### src/rtl/core/spq_pkg.sv
// Shared constants and types for the sorted key priority queue.
// No dependencies; imported by the top level, the cells and the bench.
package spq_pkg;

	localparam int CAPACITY   = 16;
	localparam int KEY_BITS   = 32;
	localparam int VALUE_BITS = 32;
	localparam int MAX_OUT    = 16;

	localparam int CNT_BITS  = $clog2(CAPACITY + 1);
	localparam int IDX_BITS  = $clog2(CAPACITY);
	localparam int SENT_BITS = (MAX_OUT > 1) ? $clog2(MAX_OUT) : 1;

	localparam logic [1:0] CMD_ENQ   = 2'd0;
	localparam logic [1:0] CMD_DEQ   = 2'd1;
	localparam logic [1:0] CMD_RANGE = 2'd2;

	// Broadcast control from the sequencer to every cell.
	typedef struct packed {
		logic ins;	// insert new entry at its sorted place
		logic upd;	// overwrite value of the matching entry
		logic deq;	// shift every entry one cell toward the head
	} spq_ctrl_t;

	typedef logic [KEY_BITS-1:0]   spq_key_t;
	typedef logic [VALUE_BITS-1:0] spq_value_t;

endpackage

### src/rtl/core/sorted_key_priority_queue.sv
// Top level of the sorted key priority queue: command sequencer and cell chain.
// Depends on spq_pkg and spq_cell.
//
// A command is taken when start is high and busy is low. Each result appears on
// ok/out_key/out_value/last for exactly one cycle with strobe high; the receiver
// cannot stall it, so it must take every strobe. Enqueue and dequeue first
// register the command, then all cells compare against the key in parallel and
// shift or load together. The result strobes in the following cycle, during
// which the next command may already be accepted. A range query builds a match
// vector from every cell in the same way, then streams one matching entry per
// cycle, lowest key first; when nothing matches, a single failure result is
// given. Command code 3 is dropped with no result. No clearing pass is needed
// after reset: a cell counts as occupied only when its index is below the entry
// count.
module sorted_key_priority_queue import spq_pkg::*; (
	input  logic        clk,
	input  logic        arst_n,
	input  logic        start,
	output logic        busy,
	input  logic [1:0]  cmd,
	input  logic [31:0] key,
	input  logic [31:0] value,
	input  logic [31:0] range_end,
	output logic        strobe,
	output logic        ok,
	output logic [31:0] out_key,
	output logic [31:0] out_value,
	output logic        last
);

	localparam logic [1:0] ST_IDLE   = 2'd0;
	localparam logic [1:0] ST_EXEC   = 2'd1;
	localparam logic [1:0] ST_STREAM = 2'd2;

	logic [1:0]          state_q;
	logic [CNT_BITS-1:0] count_q;
	logic [1:0]          cmd_q;
	spq_key_t            key_q;
	spq_key_t            hi_q;
	spq_value_t          value_q;
	logic [CAPACITY-1:0] match_q;
	logic [SENT_BITS-1:0] sent_q;

	logic                strobe_q;
	logic                ok_q;
	logic                last_q;
	logic [31:0]         out_key_q;
	logic [31:0]         out_value_q;

	spq_ctrl_t           ctrl;
	logic [CAPACITY-1:0] occ;
	logic [CAPACITY-1:0] lt;
	logic [CAPACITY-1:0] eq;
	logic [CAPACITY-1:0] hit;
	spq_key_t            cell_key   [CAPACITY];
	spq_value_t          cell_value [CAPACITY];

	logic                accept;
	logic                exec;
	logic                found;
	logic                full;
	logic [IDX_BITS-1:0] pick;
	logic [CAPACITY-1:0] match_rest;
	logic                pick_last;

	assign busy      = (state_q != ST_IDLE);
	assign accept    = start && !busy;
	assign exec      = (state_q == ST_EXEC);
	assign found     = |eq;
	assign full      = (count_q == CNT_BITS'(CAPACITY));

	assign strobe    = strobe_q;
	assign ok        = ok_q;
	assign last      = last_q;
	assign out_key   = out_key_q;
	assign out_value = out_value_q;

	// Cell control: broadcast for one cycle while the command executes.
	always_comb begin
		ctrl.upd = exec && (cmd_q == CMD_ENQ) && found;
		ctrl.ins = exec && (cmd_q == CMD_ENQ) && !found && !full;
		ctrl.deq = exec && (cmd_q == CMD_DEQ) && (count_q != '0);
	end

	// Chain of cells; cell 0 holds the smallest key.
	for (genvar i = 0; i < CAPACITY; i++) begin : g_cell
		assign occ[i] = (CNT_BITS'(i) < count_q);

		if (i == 0) begin : g_head
			spq_cell u_cell (
				.clk         (clk),
				.ctrl        (ctrl),
				.occ         (occ[i]),
				.ref_key     (key_q),
				.hi_key      (hi_q),
				.new_value   (value_q),
				.left_lt     (1'b1),
				.left_key    (key_q),
				.left_value  (value_q),
				.right_key   (cell_key[i+1]),
				.right_value (cell_value[i+1]),
				.cur_key     (cell_key[i]),
				.cur_value   (cell_value[i]),
				.lt          (lt[i]),
				.eq          (eq[i]),
				.hit         (hit[i])
			);
		end else if (i == CAPACITY - 1) begin : g_tail
			// tail refills from itself on dequeue; its slot is then unoccupied
			spq_cell u_cell (
				.clk         (clk),
				.ctrl        (ctrl),
				.occ         (occ[i]),
				.ref_key     (key_q),
				.hi_key      (hi_q),
				.new_value   (value_q),
				.left_lt     (lt[i-1]),
				.left_key    (cell_key[i-1]),
				.left_value  (cell_value[i-1]),
				.right_key   (cell_key[i]),
				.right_value (cell_value[i]),
				.cur_key     (cell_key[i]),
				.cur_value   (cell_value[i]),
				.lt          (lt[i]),
				.eq          (eq[i]),
				.hit         (hit[i])
			);
		end else begin : g_mid
			spq_cell u_cell (
				.clk         (clk),
				.ctrl        (ctrl),
				.occ         (occ[i]),
				.ref_key     (key_q),
				.hi_key      (hi_q),
				.new_value   (value_q),
				.left_lt     (lt[i-1]),
				.left_key    (cell_key[i-1]),
				.left_value  (cell_value[i-1]),
				.right_key   (cell_key[i+1]),
				.right_value (cell_value[i+1]),
				.cur_key     (cell_key[i]),
				.cur_value   (cell_value[i]),
				.lt          (lt[i]),
				.eq          (eq[i]),
				.hit         (hit[i])
			);
		end
	end

	// Pick the lowest pending match; scan from the top so the lowest index wins.
	always_comb begin
		pick = '0;
		for (int j = CAPACITY - 1; j >= 0; j--) begin
			if (match_q[j]) begin
				pick = IDX_BITS'(j);
			end
		end
		match_rest       = match_q;
		match_rest[pick] = 1'b0;
		pick_last        = (match_rest == '0) || (sent_q == SENT_BITS'(MAX_OUT - 1));
	end

	// Command capture: payload only, no reset.
	always_ff @(posedge clk) begin
		if (accept) begin
			cmd_q   <= cmd;
			key_q   <= KEY_BITS'(key);
			hi_q    <= KEY_BITS'(range_end);
			value_q <= VALUE_BITS'(value);
		end
	end

	// Result payload: load alongside the strobe.
	always_ff @(posedge clk) begin
		if (exec) begin
			case (cmd_q)
				CMD_ENQ: begin
					ok_q        <= found || !full;
					out_key_q   <= (found || !full) ? 32'(key_q) : '0;
					out_value_q <= (found || !full) ? 32'(value_q) : '0;
					last_q      <= 1'b1;
				end
				CMD_DEQ: begin
					ok_q        <= (count_q != '0);
					out_key_q   <= (count_q != '0) ? 32'(cell_key[0]) : '0;
					out_value_q <= (count_q != '0) ? 32'(cell_value[0]) : '0;
					last_q      <= 1'b1;
				end
				default: begin
					// range failure when nothing matches; otherwise overwritten by stream
					ok_q        <= 1'b0;
					out_key_q   <= '0;
					out_value_q <= '0;
					last_q      <= 1'b1;
				end
			endcase
		end else if (state_q == ST_STREAM) begin
			ok_q        <= 1'b1;
			out_key_q   <= 32'(cell_key[pick]);
			out_value_q <= 32'(cell_value[pick]);
			last_q      <= pick_last;
		end
	end

	// Sequencer, entry count and strobe.
	always_ff @(posedge clk or negedge arst_n) begin
		if (!arst_n) begin
			state_q  <= ST_IDLE;
			count_q  <= '0;
			match_q  <= '0;
			sent_q   <= '0;
			strobe_q <= 1'b0;
		end else begin
			strobe_q <= 1'b0;
			case (state_q)
				ST_IDLE: begin
					if (accept) begin
						state_q <= ST_EXEC;
					end
				end
				ST_EXEC: begin
					if (ctrl.ins) begin
						count_q <= count_q + 1'b1;
					end else if (ctrl.deq) begin
						count_q <= count_q - 1'b1;
					end
					if (cmd_q == CMD_RANGE && hit != '0) begin
						// hold the match vector and stream it
						match_q <= hit;
						sent_q  <= '0;
						state_q <= ST_STREAM;
					end else begin
						// give the single result, or drop an unused command code silently
						strobe_q <= (cmd_q == CMD_ENQ) || (cmd_q == CMD_DEQ) ||
							(cmd_q == CMD_RANGE);
						state_q  <= ST_IDLE;
					end
				end
				ST_STREAM: begin
					strobe_q <= 1'b1;
					match_q  <= match_rest;
					sent_q   <= sent_q + 1'b1;
					if (pick_last) begin
						match_q <= '0;
						state_q <= ST_IDLE;
					end
				end
				default: begin
					state_q <= ST_IDLE;
				end
			endcase
		end
	end

endmodule

### src/rtl/core/spq_cell.sv
// One storage cell of the sorted chain: a key/value pair and its comparators.
// Depends on spq_pkg.
module spq_cell import spq_pkg::*; (
	input  logic       clk,
	input  spq_ctrl_t  ctrl,
	input  logic       occ,
	input  spq_key_t   ref_key,
	input  spq_key_t   hi_key,
	input  spq_value_t new_value,
	input  logic       left_lt,
	input  spq_key_t   left_key,
	input  spq_value_t left_value,
	input  spq_key_t   right_key,
	input  spq_value_t right_value,
	output spq_key_t   cur_key,
	output spq_value_t cur_value,
	output logic       lt,
	output logic       eq,
	output logic       hit
);

	spq_key_t   key_q;
	spq_value_t value_q;

	assign cur_key   = key_q;
	assign cur_value = value_q;

	assign lt  = occ && (key_q < ref_key);
	assign eq  = occ && (key_q == ref_key);
	assign hit = occ && (key_q >= ref_key) && (key_q <= hi_key);

	always_ff @(posedge clk) begin
		if (ctrl.deq) begin
			key_q   <= right_key;
			value_q <= right_value;
		end else if (ctrl.upd) begin
			if (eq) begin
				value_q <= new_value;
			end
		end else if (ctrl.ins && !lt) begin
			// first cell not below the key takes it, the rest move up one
			if (left_lt) begin
				key_q   <= ref_key;
				value_q <= new_value;
			end else begin
				key_q   <= left_key;
				value_q <= left_value;
			end
		end
	end

endmodule

### config.mk
export PLATFORM = sky130hd
export DESIGN_NAME = sorted_key_priority_queue
export DESIGN_NICKNAME = d
export VERILOG_FILES = /design/src/rtl/core/spq_pkg.sv /design/src/rtl/core/sorted_key_priority_queue.sv /design/src/rtl/core/spq_cell.sv
export SDC_FILE = /design/constraint.sdc
export NUM_CORES = 2
export LEC_CHECK = 0
export BUFFER_PORTS_ARGS = -buffer_cell sky130_fd_sc_hd__buf_4
export CAP_MARGIN = 20
export CORE_MARGIN = 4
export CORE_UTILIZATION = 43
export CTS_CLUSTER_SIZE = 14
export DETAILED_ROUTE_END_ITERATION = 8
export SLEW_MARGIN = 20
export SYNTH_ARGS = -nofsm -noshare
export SYNTH_HDL_FRONTEND = slang
export SYNTH_SLANG_ARGS = --single-unit
### constraint.sdc
create_clock -name clk -period 10.82 [get_ports clk]
set_input_delay 1.623 -clock clk [delete_from_list [all_inputs] [get_ports clk]]
set_output_delay 1.623 -clock clk [all_outputs]
set_load 0.05 [all_outputs]
==> impl_results.md <==
- Share of layout cells above drive strength 1: 7.95%
- Cts hold-fix bufs: 0
- Sw Ratio: between 50% and 60%
- Syn Area/Cell: 9.66 sq um
- RePlAce Congestion: 1.07
- Critical Path AT: 7290 ps
- Via/cell ratio: 6.63
- Design area: 99,800 sq um
- CTS Sinks: 1,216
- Post-CTS sizing: 0
- MaxCap Viol Count: 0
- Worst slew pin tran: between 1000 and 1500 ps
- Placed standard-cell area: 95,000 sq um
- Number of global-route vias before repair: 75,200
- Post-synthesis register bit count: 1,216
- Async SR Flop Fraction: approximately 2.3%
- Synth warnings: 0
- R2R depth: 12
- Number of remaining DRC errors: 0
- DP Wirelength: ~280,000 microns
- Grt ovf: 0
- NumNets Final: 10,400
- CP Max Fanout: 44
- Area Growth Syn to Fin: 9.96%
- Reg2Reg Setup Slack: 4010 ps
- # H-tree levels: 4
- Footprint of the multi-input gates: 51,800 sq um
- Synth top area share: about two fifths
- Normalized max-slew margin: 16.5%
- I/O Buffers: 168
- Sequential fraction of the synthesis area: 40.1%
- CORE AREA: around 210,000 sq um
- Postcts setup bufs: 0
- Endpoint class of the critical path: flip-flop
- Worst Setup Path Type: flip-flop to flip-flop
- Final period utilization: 62.9%
- Hold Crit Class: flip-flop to flip-flop
- Tot Pwr: 38.6 mW
- DRT Pass-1 Iters: 6
- # fillers: 19,600
- Crit path launch: key_q[25]
- Die Height: approximately 470 microns
- EDFF count, synth: 1,187
- Setup_tns: 0 ps
- CP Capture Point: g_cell[13].g_mid.u_cell.cur_value[0]
- Top FF cell, synth: edfxtp_1
- Clock Tree Buf Depth: 3
- First-pass GRT wire length: between 500,000 and 600,000 microns
- Max Slew Vio Count: 0
- R2R Path Start: key_q[25]
- Synthesized netlist net count: between 10,000 and 15,000
- Min Clock Period, post-route: 6810 ps
- Die Width: 467 microns
- Hold wc startpoint: state_q[1]
- Worst r2r dst: g_cell[13].g_mid.u_cell.cur_value[0]
- Pleak: 37.8 nW
- Combinational fraction of design power: 59.6%
- Max Freq: 147 MHz
- Status: finished clean
- Row count: around 170
- PwrDens: 387 nW/um^2
- Worst-Skew Late Latency: 860 ps
- CP Launch Type: flip-flop
- Max IR drop VDD: 0.685 mV
- DIE AREA: 219,000 sq um
- Most numerous cell in the Yosys netlist: nand2_1
- Pint: 18.2 mW
- TritonCTS Buffers: 148
- Synth top cells by count: nand2_1 (1,637), edfxtp_1 (1,187), ha_1 (1,031)
- Psw: 20.4 mW
- FF/Latch Area: 36,400 sq um
- Total track usage: between 30% and 40%
- Synth area leaders: edfxtp_1 (39%), ha_1 (14%), mux2i_1 (9.6%), nand2_1 (6.8%), o21ai_0 (4.9%)
- Antenna violations before repair: 15
- IO Count: 169
- Post-synth top area cell: edfxtp_1
- Initial Utilization: 43.3%
- Share of power burned in registers: between 20% and 30%
- Final hold vios: 0
- Synth Cell Area: 90,800 sq um
- Clk pwr share: 13.2%
- Avg WL per Cell: 33.4 microns
- Final Skew: 42.9 ps
- Clock Pin Slew Worst Setup and Hold Paths: 60 ps
- CTS tree: done
- Post-detailed-route count of antenna-violating nets: 0
- WP data required: 11,300 ps
- Routed WL: 406,000 microns
- Mapped Cells: 9,392
- Final setup violation count: 0
- RSZ-0062 raised after global routing: no
- Yosys cell types: 84
- Root Driver: clkbuf_16
- Routed via count: 80,700
- DR iter-0 viols: 11,200
- Largest net degree at the start of global routing: around 300
## registers in the layout, indices dropped and copies added (netlist names), 5 cells and up
| register | flops |
|---|---|
| g_cell.g_mid.u_cell.cur_key | 448 |
| g_cell.g_mid.u_cell.cur_value | 448 |
| g_cell.g_head.u_cell.cur_key | 32 |
| g_cell.g_head.u_cell.cur_value | 32 |
| g_cell.g_tail.u_cell.cur_key | 32 |
| g_cell.g_tail.u_cell.cur_value | 32 |
| hi_q | 32 |
| key_q | 32 |
| out_key | 32 |
| out_value | 32 |
| value_q | 32 |
| match_q | 16 |
| count_q | 5 |
## kinds of logic (layout without fill, tap and decap cells)
family / count (synthesis) / in the layout / share of synthesized area [%]
simple gates: 2793 / 2793 / 14.0
compound gates: 2622 / 2622 / 17.7
flops: 1216 / 1216 / 40.1
fa+ha+maj: 1032 / 1032 / 14.2
mux: 934 / 934 / 10.4
buf+inv: 791 / 760 / 3.62
xor+xnor: 4 / 4 / 0.0386
other cells: 0 / 6 / 0
## worst min-delay path by stage
stage	to	depth (start not counted)
4_1_cts	state_q[1]	2
3_5_place_dp	state_q[1]	2
6_report	state_q[1]	2
3_3_place_gp	state_q[1]	2
5_1_grt	state_q[1]	2
2_1_floorplan	state_q[1]	2
## metal layers
metal / GRT usage, % / share of wire, % / up-vias
met3: 7.34 / 10 / 1042
li1: - / - / 35400
met2: 54.1 / 43 / 4820
met4: 18.6 / 6.1 / 8
met5: 0 / 0.013 / -
met1: 49.2 / 41 / 39500
## layout make-up
cell class                      count  share of cell area [%]
Clock buffer                      176                    3.85
Antenna cell                        6                  0.0150
Inverter                          126                   0.474
Sequential cell                  1216                    36.4
Multi-Input combinational cell   7385                    51.9
Tap cell                         2805                    3.52
Timing Repair Buffer              364                    2.87
Clock inverter                     94                   0.959
## metrics by stage
| step | util, % | setup slack (ps) | hold WS [ps] | cells |
|---|---|---|---|---|
| after global placement | 45.3 | 3920 | 502 | 11900 |
| after global routing | 47.6 | 4010 | 555 | 12200 |
| final | 47.6 | 4010 | 531 | 12200 |
| after CTS | 47.6 | 4220 | 532 | 12200 |
| after detailed placement | 45.3 | 4280 | 519 | 11900 |
| after floorplan | - | 3900 | 485 | 9392 |
## worst max-delay path, stage by stage, from the launching register on
cell,delay (ps)
edfxtp_1,770
inv_1,690
ha_1,540
nand4_1,410
nor4_2,980
nand4_1,380
nand3_1,170
and4b_1,230
nand2_1,90
and2_4,790
nor2_1,190
a21oi_4,560
buf_4,510
## power by group through the flow
| stage | registers (mW) | clock network [mW] | logic [mW] |
|---|---|---|---|
| 6_report | 10.5 | 5.09 | 23.0 |
| 5_1_grt | 10.6 | 5.33 | 24.3 |
| 4_1_cts | 10.4 | 5.14 | 22.4 |
| 3_5_place_dp | 10.5 | 0 | 22.3 |
| 3_3_place_gp | 10.5 | 0 | 21.9 |
| 2_1_floorplan | 9.75 | 0 | 14.1 |
## placed cells by master (no fill, tap or decap), types with 13 or more instances in the layout
| cell | Yosys | routed |
|---|---|---|
| nand4_1 | 222 | 222 |
| a21boi_0 | 22 | 22 |
| o211ai_1 | 46 | 46 |
| edfxtp_1 | 1187 | 1187 |
| mux2_2 | 66 | 66 |
| mux2i_1 | 868 | 868 |
| a311oi_1 | 192 | 192 |
| a21oi_1 | 476 | 461 |
| clkbuf_16 | 0 | 149 |
| clkbuf_1 | 535 | 26 |
| dfrtp_1 | 28 | 28 |
| nand2_1 | 1637 | 1634 |
| nor3_1 | 50 | 46 |
| nand3_1 | 111 | 110 |
| and3_1 | 13 | 13 |
| a21o_1 | 85 | 82 |
| a21oi_4 | 0 | 16 |
| inv_1 | 126 | 126 |
| o21a_1 | 24 | 23 |
| nor2_1 | 268 | 266 |
| a221oi_1 | 16 | 15 |
| a31oi_1 | 21 | 20 |
| o22ai_1 | 74 | 74 |
| clkinv_1 | 0 | 37 |
| nor2b_1 | 291 | 286 |
| a2111oi_0 | 17 | 15 |
| a22oi_1 | 70 | 70 |
| buf_4 | 17 | 353 |
| o21ai_1 | 200 | 195 |
| nor4_1 | 109 | 101 |
| clkinv_2 | 0 | 25 |
| ha_1 | 1031 | 1029 |
| a211oi_1 | 379 | 378 |
| o21ai_0 | 894 | 887 |
Note: power is estimated with default switching activity, not from simulation.
